--- src/sv/gdr_pkg.sv ---
// ----------------------------------------------------------------------------
// gdr_pkg: shared types and constants of the grid ray caster
// Holds fixed field widths, map geometry and the sequencer-to-divider struct.
// ----------------------------------------------------------------------------
package gdr_pkg;

  localparam int unsigned CoordW = 16;
  localparam int unsigned DirW   = 16;
  localparam int unsigned DistW  = 16;
  localparam int unsigned TileW  = 6;
  localparam int unsigned DirFracBits = 14;

  // Map side in tiles (power of two, at most 2^TileW) and fraction bits of Q6.10
  localparam int unsigned MapSide  = 64;
  localparam int unsigned FracBits = 10;

  // Action codes
  localparam logic ActWrite = 1'b0;
  localparam logic ActCast  = 1'b1;

  // Divider request from the sequencer
  typedef struct packed {
    logic        start;
    logic [14:0] divisor;
  } div_req_t;

endpackage

--- src/sv/gdr_div.sv ---
// ----------------------------------------------------------------------------
// gdr_div: shared restoring divider
// Computes floor(2^NUM_EXP / divisor), one quotient bit per cycle.
// ----------------------------------------------------------------------------
module gdr_div #(
  parameter int unsigned NUM_EXP = 24
) (
  input  logic              clk_i,
  input  logic              rst_ni,
  input  gdr_pkg::div_req_t req_i,
  output logic              done_o,
  output logic [NUM_EXP:0]  quot_o
);

  localparam int unsigned CntW = $clog2(NUM_EXP + 2);

  logic [NUM_EXP:0] quot_q, quot_d;
  logic [16:0]      rem_q, rem_d;
  logic [14:0]      dvs_q, dvs_d;
  logic [CntW-1:0]  cnt_q, cnt_d;
  logic             busy_q, busy_d;
  logic             done_q, done_d;
  logic [16:0]      trial;

  // Shift in one dividend bit: only the top bit of 2^NUM_EXP is set
  always_comb begin
    quot_d = quot_q;
    rem_d  = rem_q;
    dvs_d  = dvs_q;
    cnt_d  = cnt_q;
    busy_d = busy_q;
    done_d = 1'b0;
    trial  = {rem_q[15:0], (cnt_q == CntW'(NUM_EXP))};
    if (req_i.start) begin
      dvs_d  = req_i.divisor;
      rem_d  = '0;
      quot_d = '0;
      cnt_d  = CntW'(NUM_EXP);
      busy_d = 1'b1;
    end else if (busy_q) begin
      if (trial >= {2'b00, dvs_q}) begin
        rem_d  = trial - {2'b00, dvs_q};
        quot_d = {quot_q[NUM_EXP-1:0], 1'b1};
      end else begin
        rem_d  = trial;
        quot_d = {quot_q[NUM_EXP-1:0], 1'b0};
      end
      if (cnt_q == '0) begin
        busy_d = 1'b0;
        done_d = 1'b1;
      end else begin
        cnt_d = cnt_q - 1'b1;
      end
    end
  end

  always_ff @(posedge clk_i or negedge rst_ni) begin
    if (!rst_ni) begin
      busy_q <= 1'b0;
      done_q <= 1'b0;
      cnt_q  <= '0;
    end else begin
      busy_q <= busy_d;
      done_q <= done_d;
      cnt_q  <= cnt_d;
    end
  end

  always_ff @(posedge clk_i) begin
    quot_q <= quot_d;
    rem_q  <= rem_d;
    dvs_q  <= dvs_d;
  end

  assign done_o = done_q;
  assign quot_o = quot_q;

endmodule

--- config.mk ---
export PLATFORM = sky130hd
export DESIGN_NAME = gdr_div
export DESIGN_NICKNAME = d
export VERILOG_FILES = /design/src/sv/gdr_pkg.sv /design/src/sv/gdr_div.sv
export SDC_FILE = /design/constraint.sdc
export NUM_CORES = 1
export LEC_CHECK = 0
export ABC_AREA = 1
export BUFFER_PORTS_ARGS = -buffer_cell sky130_fd_sc_hd__buf_2
export CELL_PAD_IN_SITES_DETAIL_PLACEMENT = 1
export CELL_PAD_IN_SITES_GLOBAL_PLACEMENT = 2
export CORE_MARGIN = 10
export CORE_UTILIZATION = 30
export DETAILED_ROUTE_END_ITERATION = 6
export PLACE_DENSITY = 0.82
export REMOVE_ABC_BUFFERS = 1
export SYNTH_ARGS = -nofsm -noshare
export SYNTH_HDL_FRONTEND = slang
export SYNTH_SLANG_ARGS = --single-unit
--- constraint.sdc ---
create_clock -name clk_i -period 2.1 [get_ports clk_i]
set_clock_uncertainty 0.15 [all_clocks]
set_input_delay 0.315 -clock clk_i [delete_from_list [all_inputs] [get_ports clk_i]]
set_output_delay 0.315 -clock clk_i [all_outputs]
set_load 0.1 [all_outputs]
After elaboration in Yosys (flattened, before gate mapping)
Cells that the tools add are included.

Register bits after elaboration: 63.

$add $sub $neg: 2. $lt $le $gt $ge: 1. Eq/ne operators: 2. Multiplexer cells: 11. Reduce and logical (&&, ||, !) cells: 3.

Operator list (count): >= comparator 17 x 15 -> 1 bit (1); 2-to-1 mux 16 bit (1); subtractor 16 x 15 -> 16 bit (1); 2-to-1 mux 5 bit (3); 2-to-1 mux 1 bit (7); equality test 5 bit, second input constant (1); zero test 5 bit (1); subtractor 5 x 1 -> 5 bit, second input constant (1); != test 2 bit, second input constant (1); AND reduction 2 bit (1); nonzero test 2 bit (1).

Depth between registers and ports, before layout
Word-level depth: 4. Depth in mapped cells: 16. Mapped depth without buffers: 16.

Least setup slack after synthesis
No wires, ideal clock.

Path type: register to register. From: reg cnt_q[0]. To: reg rem_q[12]. Library setup time: 0.111 ns. Data arrival time: 2.041 ns. Data required time: 1.839 ns. Path slack: -0.202 ns. Cell stages (with the launch flop): 16. Path buffers: 0. Period minus slack after synthesis: 2.302 ns. Cells stage by stage: dfrtp_1 inv_1 ha_1 nand4_1 ha_1 fa_1 inv_1 nand3_1 nand3_1 nand3_1 nand3_1 nand2_1 nand2_1 nor2_2 nor2_1 nor2_1.

Longest elaborated chain between the ends: 3.

Ends and longest elaborated chain: start, declared (line gdr_div.sv:20) `logic [CntW-1:0] cnt_q, cnt_d;`; start signal, assigned (line gdr_div.sv:65) `cnt_q <= cnt_d;`; equality test 5 bit (*) (line gdr_div.sv:33) `trial = {rem_q[15:0], (cnt_q == CntW'(NUM_EXP))};`; subtractor 16 x 15 -> 16 bit / >= comparator 17 x 15 -> 1 bit (equally long branches) (line gdr_div.sv:42, gdr_div.sv:41); 2-to-1 mux 16 bit (*) (line gdr_div.sv:41) `if (trial >= {2'b00, dvs_q}) begin`; end signal, assigned (line gdr_div.sv:71) `rem_q <= rem_d;`; end, declared (line gdr_div.sv:18) `logic [16:0] rem_q, rem_d;`.

Mark *: on every way between the ends. The rest lies on a longest branch, timed or not. A chain may end at the register's enable or synchronous reset.

Worst setup path after layout
From: reg cnt_q[1]. To: reg rem_q[12].

The elaborated chain is that of the path after synthesis.

==> impl_results.md <==
- Status: complete, but fails checks
- Failing checks: negative setup slack
- NumNets Final: around 620
- Largest area contributor in the netlist: dfxtp_1
- Leak: about 2.5 nW
- Area of the multi-input gates: between 0.0015 and 0.002 mm²
- Final wirelength: 11020 µm
- DP Worst Slack: -0.4313 ns
- DR iter-0 viols: ~140
- Setup Viol. Count Final: 17
- Number of antenna violations at the first check in global routing: 0
- Clock Tree Buf Depth: 2
- R2R Path Start: cnt_q[1]
- Cells after synthesis: between 400 and 500
- Via density: ~4.7
- CP Class: flop to flop
- Area contributors post-synth: dfxtp_1 24%, nand2_1 14%, edfxtp_1 13%, inv_1 11%, nand3_1 7.0%
- Seq. cell area: roughly 0.0014 mm²
- Max Fclk: 422.3 MHz
- Top-area cell type share of the netlist area: 0.2405
- R2r setup slk: -0.27 ns
- First-pass GRT wire length: about 18000 µm
- Tot Pwr: approximately 6.5 mW
- Mean post-synth cell area: roughly 7.3 µm²
- Critical Path Sink Type: flop
- Worst r2r path cells: 15
- Final Hold Slack: between 0.015 and 0.02 ns
- Fin area: between 0.004 and 0.005 mm²
- Synth Cell Area: around 0.0034 mm²
- Crit path max fanout: 4
- Path category of the worst min-delay check: input pin to flop
- Worst hold stages: 1
- Max cap viols: 0
- Final clock period utilization by the worst path: 1.128
- Post-synth cell types: 31
- Diode count: 0
- Max_slew headroom: 0.5352
- Largest net degree at the start of global routing: 25
- FF-to-FF End: rem_q[12]
- Seq/Total Area, Yosys: 0.4238
- Worst Hold End: dvs_q[2]
- Buffers on Ports: 43
- Residual DRC: 0
- Clk root buf: clkbuf_16
- Gp weighted congestion: between 0.8 and 0.9
- Most frequent cells in the layout: 111 x nand2_1, 92 x inv_1, 54 x buf_4, 43 x buf_2, 41 x dfxtp_1
- DP Area: 0.004125 mm²
- Placed cell count: 690
- Cell Pwr Density: ~1400 mW/mm²
- Via count: roughly 3400
- Share of cells above drive strength 1: 0.2760
- Setup TNS: -3.392 ns
- Fill count: ~1300
- DR WL/cell: between 15 and 20 µm
- Tot GR Track Use: 0.1376
- CTS Buf Count: 9
- Clock edge transition at the registers on the reported setup and hold paths: ~0.050 ns
- Drt pass-1 iters: 4
- Hpwl dp: approximately 8300 µm
- RSZ-0062 raised after global routing: true
- Yosys reg bits: 63
- Die footprint: approximately 0.016 mm²
- Crit path buffers/inverters: 2
- Hold_sp: req_i[2]
- CP startpoint kind: flop
- Non-filler instance count after layout: roughly 730
- Synth Warn #: 0
- Crit path top cell by count: nand3_2
- Num ports: between 40 and 50
- Post-DRT Antenna Nets: 0
- CTS tree: yes
- Hold Vio Cnt, Final: 0
- Area Growth Syn to Fin: 40.65%
- Number of global-route vias before repair: roughly 3600
- Slowest library cell on the worst path: dfrtp_1
- Max Slew Vio Count: 0
- Clock sink count: 63
- Delay-heaviest family, CP: simple AND/OR/NAND/NOR gates
- GRT overflow: 0
- Worst EP arrival: between 2 and 2.5 ns
- Min Tclk post-route: 2.368 ns
- H-tree levels: 3
- Row Count: 38
- Commonest non-fill, non-tap cell in the layout: nand2_1
- Core ar.: around 0.011 mm²
- Initial core utilization: 0.3108
- Clk Latency, worst-skew pair: ~0.34 ns
- Die W: 126.7 µm
- Max incr delay on CP: approximately 0.39 ns
- Peak supply drop: about 680 µV
- CP Data Required Time: ~2.2 ns
- Crit path cell chain: inv_2, ha_4, nand4_1, ha_2, fa_2, inv_2, nand3_2, nand3_4, nand3_2, nand3_2, nand2_1, nand2_1, nor2_2, nor2_1, nor2_1
- Final core occ: 0.4371
- Die Ht: approximately 130 µm
- Final setup margin: -0.2681 ns
- Worst-Margin Slew: around 0.7 ns
logic make-up after synthesis:
group | after synthesis | share of synthesized area
AND/OR/NAND/NOR | 231 | 0.2999
adder cells (fa/ha/maj) | 18 | 0.06818
buffers and inverters | 109 | 0.1246
flip-flops | 63 | 0.4238
AO/OA/AOI/OAI | 44 | 0.07588
XOR/XNOR | 3 | 0.007699
layer usage:
layer  track usage  wire [µm]  up-vias
li1              -          -     1726
met1        0.1674       5064     1677
met2        0.2369       5586       31
met3       0.02874        231       13
met4       0.04220        132        0
met5             0          0        -
worst register-to-register path, delay by kind of cell, from the launching register on:
kind          cells  cell delay (ns)
simple gates     10             0.83
fa+ha+maj         3             0.73
flops             1             0.39
buf+inv           2             0.16
power by group:
group	total, mW	switching [mW]	leakage (nW)	internal, mW
registers	1.59	0.140	0.561	1.45
logic	3.38	1.96	1.78	1.42
clock network	1.53	0.545	0.148	0.986
registers in the layout (all words and copies together) (netlist names):
name,count
busy_q,1
quot_o,25
done_o,1
dvs_q,15
cnt_q,5
rem_q,16
how the worst max path moves through the flow:
stage / from / endpoint / slack, ns / cells after the start
2_1_floorplan: cnt_q[0] / rem_q[14] / -0.30 / 13
5_1_grt: cnt_q[1] / rem_q[12] / -0.41 / 15
3_5_place_dp: cnt_q[1] / rem_q[14] / -0.43 / 15
6_report: cnt_q[1] / rem_q[12] / -0.27 / 15
4_1_cts: cnt_q[1] / rem_q[6] / -0.23 / 16
3_3_place_gp: cnt_q[1] / rem_q[12] / -0.35 / 15
cell type report:
cell class	instances	share of cell area
clock buffer	11	0.05291
clock inverter	5	0.01147
inverter	97	0.07636
multi-input combinational	296	0.3534
sequential	63	0.3013
tap	140	0.03649
timing repair buffer	115	0.1681
what timing repair did:
| item | 4_1_cts | 5_1_grt |
|---|---|---|
| gates resized for setup | 35 | 12 |
| buffers inserted | 5 | 4 |
| pin swaps | 18 | 12 |
| hold buffers | 12 | 1 |
| endpoints found under the setup margin | 17 | 17 |
| endpoints found under the hold margin | 18 | 1 |
synth_stat cells:
cell,count
a21o_1,1
a21oi_1,8
a21oi_2,1
and2_1,2
buf_2,4
buf_4,1
buf_6,1
clkbuf_1,6
dfrtp_1,7
dfxtp_1,41
edfxtp_1,15
fa_1,1
ha_1,17
inv_1,96
inv_2,1
nand2_1,124
nand2_2,6
nand3_1,48
nand3_2,1
nand3b_1,1
nand4_1,17
nor2_1,21
nor2_2,5
nor3_1,3
o211ai_1,1
o21ai_0,8
o21ai_1,2
o22ai_1,22
o31ai_1,1
or2_1,3
xor2_1,3
Power figures use the tool's default switching activity.
